`config.mk`:
```
export PLATFORM = sky130hd
export DESIGN_NAME = ceob_cell
export DESIGN_NICKNAME = d
export VERILOG_FILES = /design/src/rtl/ceob_pkg.sv /design/src/rtl/ceob_cell.sv
export SDC_FILE = /design/constraint.sdc
export NUM_CORES = 1
export LEC_CHECK = 0
export BUFFER_PORTS_ARGS = -buffer_cell sky130_fd_sc_hd__clkbuf_2
export CAP_MARGIN = 40
export CORE_ASPECT_RATIO = 0.6
export CORE_MARGIN = 2
export CORE_UTILIZATION = 40
export CTS_BUF_LIST = sky130_fd_sc_hd__clkbuf_8
export DETAILED_ROUTE_END_ITERATION = 7
export GPL_ROUTABILITY_DRIVEN = 0
export PLACE_DENSITY_LB_ADDON = 0.3
export SYNTH_ARGS = -nofsm -noshare
export SYNTH_HDL_FRONTEND = slang
export SYNTH_SLANG_ARGS = --single-unit
export TNS_END_PERCENT = 5
```
`constraint.sdc`:
```
create_clock -name i_clk -period 3.8 [get_ports i_clk]
set_clock_uncertainty 0.05 [all_clocks]
set_input_delay 0.38 -clock i_clk [delete_from_list [all_inputs] [get_ports i_clk]]
set_output_delay 0.38 -clock i_clk [all_outputs]
set_load 0.02 [all_outputs]
```
`src/rtl/ceob_pkg.sv`:
```
// ----------------------------------------------------------------------------
// ceob_pkg: shared types and constants of the cell edge orientation binner
// Holds the arctangent table, the angle scale and the inter-module struct.
// ----------------------------------------------------------------------------
`default_nettype none
package ceob_pkg;

    localparam int MAX_BINS     = 16;
    localparam int GRAD_BITS    = 12;
    localparam int CORDIC_STEPS = 16;
    localparam int ANGLE_BITS   = 20;   // z within +-2^16 with margin
    localparam int CXY_BITS     = 24;   // 12-bit gradient scaled by 256, plus growth
    localparam int CFG_BIN_COUNT = 0;
    localparam int CFG_THRESHOLD = 1;

    function automatic logic signed [ANGLE_BITS-1:0] atan_units(input logic [3:0] i);
        logic signed [ANGLE_BITS-1:0] t;
        begin
            case (i)
                4'd0:    t = 20'sd8192;
                4'd1:    t = 20'sd4836;
                4'd2:    t = 20'sd2555;
                4'd3:    t = 20'sd1297;
                4'd4:    t = 20'sd651;
                4'd5:    t = 20'sd326;
                4'd6:    t = 20'sd163;
                4'd7:    t = 20'sd81;
                4'd8:    t = 20'sd41;
                4'd9:    t = 20'sd20;
                4'd10:   t = 20'sd10;
                4'd11:   t = 20'sd5;
                4'd12:   t = 20'sd3;
                4'd13:   t = 20'sd1;
                4'd14:   t = 20'sd1;
                default: t = 20'sd0;
            endcase
            return t;
        end
    endfunction

    typedef struct packed {
        logic                         vld;
        logic signed [CXY_BITS-1:0]   x;
        logic signed [CXY_BITS-1:0]   y;
        logic signed [ANGLE_BITS-1:0] z;
        logic                         zero;
    } t_cordic;

endpackage
`default_nettype wire

```
`src/rtl/ceob_cell.sv`:
```
// ----------------------------------------------------------------------------
// ceob_cell: one CORDIC rotation cell
// Performs one vectoring iteration with a fixed shift and hands on the result.
// ----------------------------------------------------------------------------
`default_nettype none
module ceob_cell
    import ceob_pkg::*;
#(
    parameter int STEP = 0
) (
    input  wire     i_clk,
    input  wire     i_rst_n,
    input  wire     i_en,
    input  t_cordic i_d,
    output t_cordic o_d
);
    t_cordic r_d;
    t_cordic n_d;
    logic signed [CXY_BITS-1:0] xs, ys;
    logic signed [ANGLE_BITS-1:0] t;

    always_comb begin
        xs = i_d.x >>> STEP;
        ys = i_d.y >>> STEP;
        t  = atan_units(4'(STEP));
        n_d = i_d;
        if (!i_d.y[CXY_BITS-1]) begin
            n_d.x = i_d.x + ys;
            n_d.y = i_d.y - xs;
            n_d.z = i_d.z + t;
        end else begin
            n_d.x = i_d.x - ys;
            n_d.y = i_d.y + xs;
            n_d.z = i_d.z - t;
        end
    end

    // The cell holds its contents while the pipeline is stalled.
    always_ff @(posedge i_clk) begin
        if (i_en) r_d <= n_d;
        if (!i_rst_n) r_d.vld <= 1'b0;
    end

    assign o_d = r_d;
endmodule
`default_nettype wire

```
==> results of run 1 <==
==> through the flow <==
step	total power, mW	util	area (um2)	hold WS [ns]	std cells
global placement	2.109	0.4578	7382	0.4565	1028
detailed placement	2.120	0.4578	7382	0.4700	1028
finish	2.766	0.4709	7594	0.1703	1043
floorplan	1.763	-	6543	0.4289	705
global route	2.912	0.4709	7594	0.1371	1043
CTS	2.762	0.4709	7594	0.1454	1043
==> cell type report <==
| class | instances | area (um2) | share of cell area |
|---|---|---|---|
| flip-flops and latches | 69 | 2062 | 0.2715 |
| clock buffers | 9 | 123.9 | 0.01631 |
| repair buffers | 147 | 748.2 | 0.09853 |
| inverters | 72 | 270.3 | 0.03559 |
| multi-input cells | 531 | 4040 | 0.5320 |
| clock inverters | 6 | 87.58 | 0.01153 |
| well taps | 209 | 261.5 | 0.03444 |
==> logic make-up (layout without fill, tap and decap cells) <==
group	count (synthesis)	count (layout)	share of synthesized area
AO/OA/AOI/OAI	229	229	0.2412
XOR/XNOR	50	50	0.06693
adder cells (fa/ha/maj)	87	87	0.1710
buffers and inverters	105	234	0.06732
flip-flops	69	69	0.3152
multiplexers	13	13	0.01989
AND/OR/NAND/NOR	152	152	0.1186
==> power groups by stage <==
stage	Sequential [mW]	Clock [mW]	Combinational [mW]
final	1.02	0.641	1.10
after global routing	1.03	0.687	1.19
after CTS	1.02	0.654	1.08
after detailed placement	1.04	0	1.08
after global placement	1.04	0	1.07
after floorplan	1.18	0	0.585
==> worst paths after layout <==
kind / startpoint / to / depth (start not counted)
hold reg to reg: o_d[69]$_SDFFE_PN0P_ / o_d[69]$_SDFFE_PN0P_ / 2
setup / recovery: i_d[31] / o_d[68]$_DFFE_PP_ / 11
hold / removal: i_d[4] / o_d[4]$_DFFE_PP_ / 1
setup reg to reg: o_d[69]$_SDFFE_PN0P_ / o_d[69]$_SDFFE_PN0P_ / 2
==> worst max-delay path, stage by stage <==
cell	delay (ns)
clkbuf_2	0.11
inv_1	0.06
ha_1	0.51
a21oi_1	0.38
o211ai_1	0.14
a31oi_1	0.31
o21ai_1	0.11
a21oi_1	0.36
o2111ai_1	0.17
a21bo_1	0.23
xnor2_1	0.07
==> layer usage <==
layer / track usage / wire length, um / part of all wire
met1: 0.3533 / 9787 / 0.53
met2: 0.2538 / 6372 / 0.34
met3: 0.05374 / 2313 / 0.12
met4: 0.03550 / 82 / 0.0044
met5: 0 / 0 / 0
==> synthesized netlist by cell type (3+ instances only) <==
cell type / number / area [um2]
nand3_1: 10 / 50.05
a21oi_2: 4 / 35.03
and2_1: 3 / 18.77
buf_4: 3 / 22.52
a211oi_2: 3 / 37.54
a22oi_1: 3 / 22.52
or3_1: 5 / 31.28
a31oi_1: 6 / 37.54
xnor2_1: 41 / 359.1
o22ai_1: 3 / 18.77
clkbuf_1: 13 / 48.80
nand2_1: 29 / 108.9
nor2b_1: 14 / 87.58
ha_1: 83 / 1039
inv_1: 70 / 262.8
fa_1: 4 / 80.08
o2111ai_1: 4 / 35.03
nand3b_1: 5 / 37.54
nor3_1: 9 / 45.04
a21o_1: 17 / 127.6
mux2i_1: 13 / 130.1
o21a_1: 11 / 82.58
buf_1: 4 / 15.01
nand4_1: 8 / 50.05
o211ai_1: 5 / 37.54
a21oi_4: 3 / 48.80
buf_6: 3 / 33.78
o31ai_1: 5 / 37.54
edfxtp_1: 68 / 2042
buf_2: 10 / 50.05
xor2_1: 9 / 78.83
a21oi_1: 68 / 340.3
nor2_1: 44 / 165.2
nand2b_1: 9 / 56.30
o21bai_1: 7 / 52.55
o31ai_2: 3 / 37.54
nor4_1: 4 / 25.02
o21ai_0: 43 / 215.2
o21ai_1: 10 / 50.05
a211oi_1: 7 / 52.55
==> results.yml, run 1 <==
timing:
  finalMaxSlewViolations: 0
  tns_ns: 0
  grt_setup_unrepaired: "false"
  hold_viol_final: 0
  timing.final.ws_setup_ns: 1.014
  max_freq_ghz: 0.3589
  layout_min_cycle_time_ns: 2.786
  setup_violations: 0
  fin_crit_sh: 0.7332
  slew_headroom: 0.4485
  max_slew.worst_pin.slew_ns: 0.8272
cells_and_area:
  largest_register_ffs: 69
  area_growth_pct: 16.06
  drive_above_1_share: 0.2278
  final_cell_mix: "141 x clkbuf_2, 83 x ha_1, 70 x inv_1"
  fillers: 1580
  layout.nets: 990
  n_antenna_cell: 0
  final_common_cell: "clkbuf_2"
floorplanning:
  initial_core_util: 0.4057
  row_count: 36
  core-area_um2: 16130
  dieWidth_um: 169.1
  die_h_um: 103.1
  ios: 143
  dieArea_um2: 17430
yosys:
  ys_warn_count: 0
  synth.distinct_cells: 73
  async_flop_share: 0
  synth_enable_flop_cells: 68
  ys_seq_elements: 69
  syn_avg_cell_area_um2: 9.280
  syn_inst: 705
  synth.cell_area_um2: 6543
  synth_seq_area_share: 0.3152
  synth_ff_type: "edfxtp_1"
  synth_nets: 865
route:
  first_iter_violations: 571
  first_pass_iters: 5
  drc: 0
  num_vias: 5758
  wl_per_cell_um: 17.79
  drtAntennaViolNets: 0
  avgViaCountPerCell: 5.521
  wl_um: 18560
clock_tree:
  clk_latency_ns: 0.33
  postCtsSetupBuffers: 0
  cts_hold_buf: 0
  h-tree-depth: 3
  cts_buffers: 9
  cts.repair.resized: 0
  cts_tree: "built"
  cts.path.max_buffers: 2
  cts-root-buf: "clkbuf_8"
  cts_sinks: 69
  clk_pin_slew_ns: 0.07
power_and_ir_drop:
  seqPwrFrac: 0.369
  ir_worst_vdd_v: 0.0001920
  power_density_nw_per_um2: 364.3
  switching_share: 0.3720
  intPower_mw: 1.737
  power.share.combinational: 0.399
  leakage_nw: 3.416
  clockPowerShare: 0.232
  switching_power_mw: 1.029
placed_design:
  portBuffers: 142
  place_ws_ns: 0.7575
  dp_hpwl_um: 15040
setup_path:
  worstPathMaxFanout: 13
  end_kind: "flip-flop"
  worstSetupPathType: "in2reg"
  r2r_setup_slack_ns: 3.15
  cp.required_ns: 3.83
  start_kind: "input port"
  arrival_ns: 2.82
global_routing:
  grt_pass1_vias: 5118
  grt.total_usage: 0.2095
  gr-total-overflow: 0
  antenna_found_initial: 0
  grt_max_degree: 53
  grt_pass1_wl_um: 28190
job:
  maxCapViolations: 0
worst_hold_path:
  hp-class: "in2reg"
run_status:
  status: "finished clean"
No activity file was read; power rests on OpenSTA's default activity.
==> run 2: changes to the inputs <==
- ABC_AREA: default -> 1
- clock period: 3.8 -> 2.27 ns (I/O delays scaled with it)
==> run 2 against run 1 <==
Compared with the run above:
- total power increased by 71%
- register-to-register slack got worse by 1.6 ns
- combinational power rose by 91%
- critical path depth is 1 higher
- synthesized cell count increased by 66%
- sequential cell count unchanged
- final cell count is 54% higher
- via count up 38%
- critical path type unchanged
==> results.yml, run 2 <==
worst_hold_path:
  holdPathEnd: "o_d[69]$_SDFFE_PN0P_"
  hp-start: "i_d[69]"
  worstHoldPathCells: 3
  hp-class: "in2reg"
timing:
  fin_crit_sh: 0.8519
  timing.hold.ws_ns: 0.01653
  max_slew.worst_pin.slew_ns: 0.5863
  hold_viol_final: 0
  layout_min_cycle_time_ns: 1.934
  grt_setup_unrepaired: "false"
  max_freq_ghz: 0.5171
  setup_violations: 0
  finalMaxSlewViolations: 0
  tns_ns: 0
  slew_headroom: 0.6092
route:
  first_iter_violations: 719
  drtAntennaViolNets: 0
  first_pass_iters: 5
  num_vias: 7963
  drc: 0
  avgViaCountPerCell: 4.949
  wl_per_cell_um: 14.75
  wl_um: 23730
yosys:
  syn_avg_cell_area_um2: 6.610
  ys_warn_count: 0
  async_flop_share: 0
  synth_enable_flop_cells: 68
  netlist.area_leader.share: 0.2640
  syn_inst: 1170
  ys_seq_elements: 69
  synth_area_leaders: "edfxtp_1 26%, nand2_1 19%, ha_1 13%"
  ys_top_cells_by_count: "394 x nand2_1, 204 x inv_1, 95 x nand3_1"
  synth.distinct_cells: 39
  synth_nets: 1330
  synth_top_area_cell: "edfxtp_1"
  synth.cell_area_um2: 7734
  synth_seq_area_share: 0.2666
  synth_ff_type: "edfxtp_1"
  yosysMostFrequentCell: "nand2_1"
setup_path:
  timing.rr.start: "o_d[69]$_SDFFE_PN0P_"
  end_kind: "flip-flop"
  worstSetupPathType: "in2reg"
  path_buf_inv: 3
  start_kind: "input port"
  reg2reg_to: "o_d[69]$_SDFFE_PN0P_"
  arrival_ns: 2.02
  worstPathMaxFanout: 8
  critPathTopFamily: "simple AND/OR/NAND/NOR gates"
  r2r_setup_slack_ns: 1.58
  cp.required_ns: 2.35
  max_stage_delay_ns: 0.47
  critical-path-top-cell-by-count: "nand2_1"
  rr_worst_depth: 2
  slowest_stage: "ha_1"
  crit_chain: "clkbuf_2 > inv_1 > ha_1 > nand2_2 > inv_1 > a21oi_1 > nand2_1 > nand2_1 > nand2_1 > xor2_1 > nand2_1 > nand2_1"
cells_and_area:
  fin_cells: 1609
  drive_above_1_share: 0.1937
  final_common_cell: "nand2_1"
  area_growth_pct: 19.51
  layout.nets: 1518
  largest_register_ffs: 69
  fin_util: 0.4869
  fin_area_um2: 9243
  final_cell_mix: "394 x nand2_1, 204 x inv_1, 141 x clkbuf_2"
  n_antenna_cell: 0
clock_tree:
  cts_tree: "built"
  cts_sinks: 69
  cts.path.max_buffers: 2
  cts_buffers: 9
  h-tree-depth: 3
  clk_pin_slew_ns: 0.08
  cts-root-buf: "clkbuf_8"
  clk_latency_ns: 0.37
global_routing:
  grt.total_usage: 0.2358
  grt_max_degree: 52
  gr-total-overflow: 0
  grt_pass1_vias: 7112
  antenna_found_initial: 0
  grt_pass1_wl_um: 37240
run_status:
  status: "finished clean"
floorplanning:
  dieArea_um2: 20500
  row_count: 39
  die_h_um: 111.7
  ios: 143
  dieWidth_um: 183.5
  initial_core_util: 0.4074
  core-area_um2: 18980
placed_design:
  dp_hpwl_um: 19660
  portBuffers: 142
  dp_cells: 1579
  dpl-instance-area_um2: 8929
power_and_ir_drop:
  ir_worst_vdd_v: 0.0002375
  leakage_nw: 5.122
  power_density_nw_per_um2: 512.2
job:
  maxCapViolations: 0
run 2: cell count changes in the layout (fill, tap and decap cells not counted), sizes merged, moves of 17 or more:
cell / change
buf: +48
inv: +145
nand2: +378
nand3: +87
nor2: +53
o21ai: -17
xnor2: -39
run 2: timing repair:
item,CTS,global route
resized for setup,0,0
hold endpoints to repair,14,0
hold buffers,14,0
endpoints found under the setup margin,0,0
setup buffers,0,0
run 2: logic make-up after synthesis:
family / synth area share
compound gates: 0.08122
buf+inv: 0.1380
xor+xnor: 0.02265
simple gates: 0.3469
fa+ha+maj: 0.1446
flops: 0.2666
run 2: worst max path at each step:
stage                 start                 to  cells after the start
global route        i_d[37]  o_d[68]$_DFFE_PP_                     14
CTS                 i_d[21]  o_d[27]$_DFFE_PP_                     10
floorplan           i_d[44]  o_d[20]$_DFFE_PP_                      9
detailed placement  i_d[21]  o_d[27]$_DFFE_PP_                     10
finish              i_d[27]  o_d[60]$_DFFE_PP_                     12
global placement    i_d[21]  o_d[27]$_DFFE_PP_                     10
run 2: tightest hold or removal path, delay by kind of cell:
kind	cells	cell delay, ns
AOI/OAI and AO/OA	1	0.05
buffers and inverters	2	0.12
run 2: routing by layer:
layer	share of wire	up-vias	global-route usage	wire length, um
met4	0.010	0	0.04640	241
met5	0	-	0	0
li1	-	4019	-	-
met1	0.50	3534	0.3735	11800
met2	0.37	391	0.3190	8688
met3	0.13	19	0.05496	2999
run 2: per-stage QoR:
stage               setup slack, ns  power (mW)
floorplan                    0.2375       3.020
global route                 0.1464       5.041
CTS                          0.4036       4.725
finish                       0.3362       4.734
global placement           0.003704       3.701
detailed placement          0.01285       3.725
run 2: cell type report:
type	instances	area, um2
clock buffer	9	123.9
timing repair buffer	209	1276
sequential	69	2062
fill	1992	9739
multi-input combinational	851	4604
clock inverter	7	50.05
inverter	218	818.3
tap	246	307.8
run 2: where the power goes:
part | switching [mW] | internal (mW) | total (mW)
registers | 0.0486 | 1.61 | 1.66
logic | 1.38 | 0.721 | 2.10
clock network | 0.578 | 0.400 | 0.978
total | 2.00 | 2.73 | 4.73
==> run 3: changes to the inputs <==
- BUFFER_PORTS_ARGS: -buffer_cell sky130_fd_sc_hd__clkbuf_2 -> -buffer_cell sky130_fd_sc_hd__buf_2
==> run 3 against run 2 <==
Compared with the run above:
- critical path type unchanged
- utilization rose by 0.12 points
- sequential power barely moved
- final cell count barely moved
- count of clock-buffer cells in the layout did not move
- sequential cell count did not move
- clock power rose by 5%
- global-route usage fell by 0.18 points
- highest routed layer unchanged
- largest power group unchanged
==> results.yml, run 3 (synthesized netlist as in run 2, its figures left out) <==
floorplanning:
  dieArea_um2: 20500
  core-area_um2: 18980
  row_count: 39
  initial_core_util: 0.4074
  die_h_um: 111.7
  dieWidth_um: 183.5
  ios: 143
setup_path:
  worstSetupPathType: "in2reg"
  worstPathMaxFanout: 8
  end_kind: "flip-flop"
  start_kind: "input port"
  r2r_setup_slack_ns: 1.58
  cp.required_ns: 2.31
  arrival_ns: 1.96
cells_and_area:
  n_antenna_cell: 0
  fin_util: 0.4881
  fillers: 1952
  final_common_cell: "nand2_1"
  layout.nets: 1519
  fin_cells: 1610
  area_growth_pct: 19.80
  largest_register_ffs: 69
  final_cell_mix: "394 x nand2_1, 205 x inv_1, 142 x buf_2"
  drive_above_1_share: 0.1935
clock_tree:
  clk_latency_ns: 0.35
  cts_tree: "built"
  cts_buffers: 9
  cts.path.max_buffers: 2
  cts.repair.resized: 0
  clk_pin_slew_ns: 0.07
  cts_sinks: 69
  cts-root-buf: "clkbuf_8"
  h-tree-depth: 3
timing:
  setup_violations: 0
  hold_viol_final: 0
  slew_headroom: 0.6047
  fin_crit_sh: 0.8447
  layout_min_cycle_time_ns: 1.918
  timing.hold.ws_ns: 0.04662
  max_freq_ghz: 0.5215
  tns_ns: 0
  finalMaxSlewViolations: 0
  grt_setup_unrepaired: "false"
  max_slew.worst_pin.slew_ns: 0.5929
power_and_ir_drop:
  leakage_nw: 5.110
  power_density_nw_per_um2: 517.4
  ir_worst_vdd_v: 0.0002551
placed_design:
  dp_hpwl_um: 19640
  portBuffers: 142
  dp_cells: 1580
route:
  avgViaCountPerCell: 4.968
  wl_per_cell_um: 14.74
  drtAntennaViolNets: 0
  drc: 0
  first_iter_violations: 727
  wl_um: 23740
  num_vias: 7998
  first_pass_iters: 5
global_routing:
  antenna_found_initial: 1
  gr-total-overflow: 0
  grt_pass1_wl_um: 37290
  grt_max_degree: 71
  grt_pass1_vias: 7290
  grt.total_usage: 0.2340
run_status:
  status: "finished clean"
job:
  maxCapViolations: 0
worst_hold_path:
  hp-class: "in2reg"
-- run 3: cell types whose count changed in the layout (fill, tap and decap cells not counted) --
cell / before / now
inv_6: 2 / 1
inv_1: 204 / 205
buf_2: 0 / 142
bufinv_16: 0 / 1
clkbuf_2: 141 / 0
clkinvlp_4: 3 / 2
-- run 3: final timing paths --
path	cells past startpoint	to	start
max	14	o_d[62]$_DFFE_PP_	i_d[27]
min	3	o_d[69]$_SDFFE_PN0P_	i_d[69]
max reg2reg	2	o_d[69]$_SDFFE_PN0P_	o_d[69]$_SDFFE_PN0P_
min reg2reg	2	o_d[69]$_SDFFE_PN0P_	o_d[69]$_SDFFE_PN0P_
-- run 3: per-stage QoR --
| step | setup slack [ns] | cell area [um2] | total power, mW |
|---|---|---|---|
| final | 0.3525 | 9265 | 4.794 |
| after global routing | 0.1463 | 9265 | 5.104 |
| after CTS | 0.4050 | 9265 | 4.790 |
| after detailed placement | 0.02173 | 8934 | 3.733 |
| after global placement | 0.03942 | 8934 | 3.703 |
| after floorplan | 0.2375 | 7734 | 3.020 |
-- run 3: routing by layer --
layer,up-vias,GRT usage,part of all wire
li1,4028,-,-
met1,3565,0.3617,0.50
met4,0,0.05013,0.013
met3,25,0.06019,0.12
met5,-,0,0
met2,380,0.3215,0.37
-- run 3: where the power goes --
group	total (mW)	leakage [nW]	switching, mW	internal, mW
Sequential	1.65	0.673	0.0402	1.61
Clock	1.03	0.0968	0.526	0.503
Combinational	2.12	4.34	1.39	0.728
-- run 3: cell type report --
class | count | area, um2 | share of cell area
flip-flops and latches | 69 | 2062 | 0.2226
clock buffers | 9 | 123.9 | 0.01337
well taps | 246 | 307.8 | 0.03322
clock inverters | 7 | 67.56 | 0.007292
repair buffers | 210 | 1281 | 0.1383
inverters | 218 | 818.3 | 0.08832
multi-input cells | 851 | 4604 | 0.4970
-- run 3: timing repair --
item                                   CTS  global route
setup buffers                            0             0
endpoints found under the hold margin   14             0
hold buffers                            14             0
-- run 3: critical path, cell delays in order --
cell,delay [ns]
buf_2,0.10
inv_1,0.04
ha_1,0.54
nand2_2,0.18
nor2_4,0.17
inv_2,0.05
nor2_2,0.09
nand2_1,0.07
nand3b_1,0.12
nand2_1,0.10
nand2_1,0.08
nand2_1,0.06
nand3_1,0.06
nand2_1,0.10
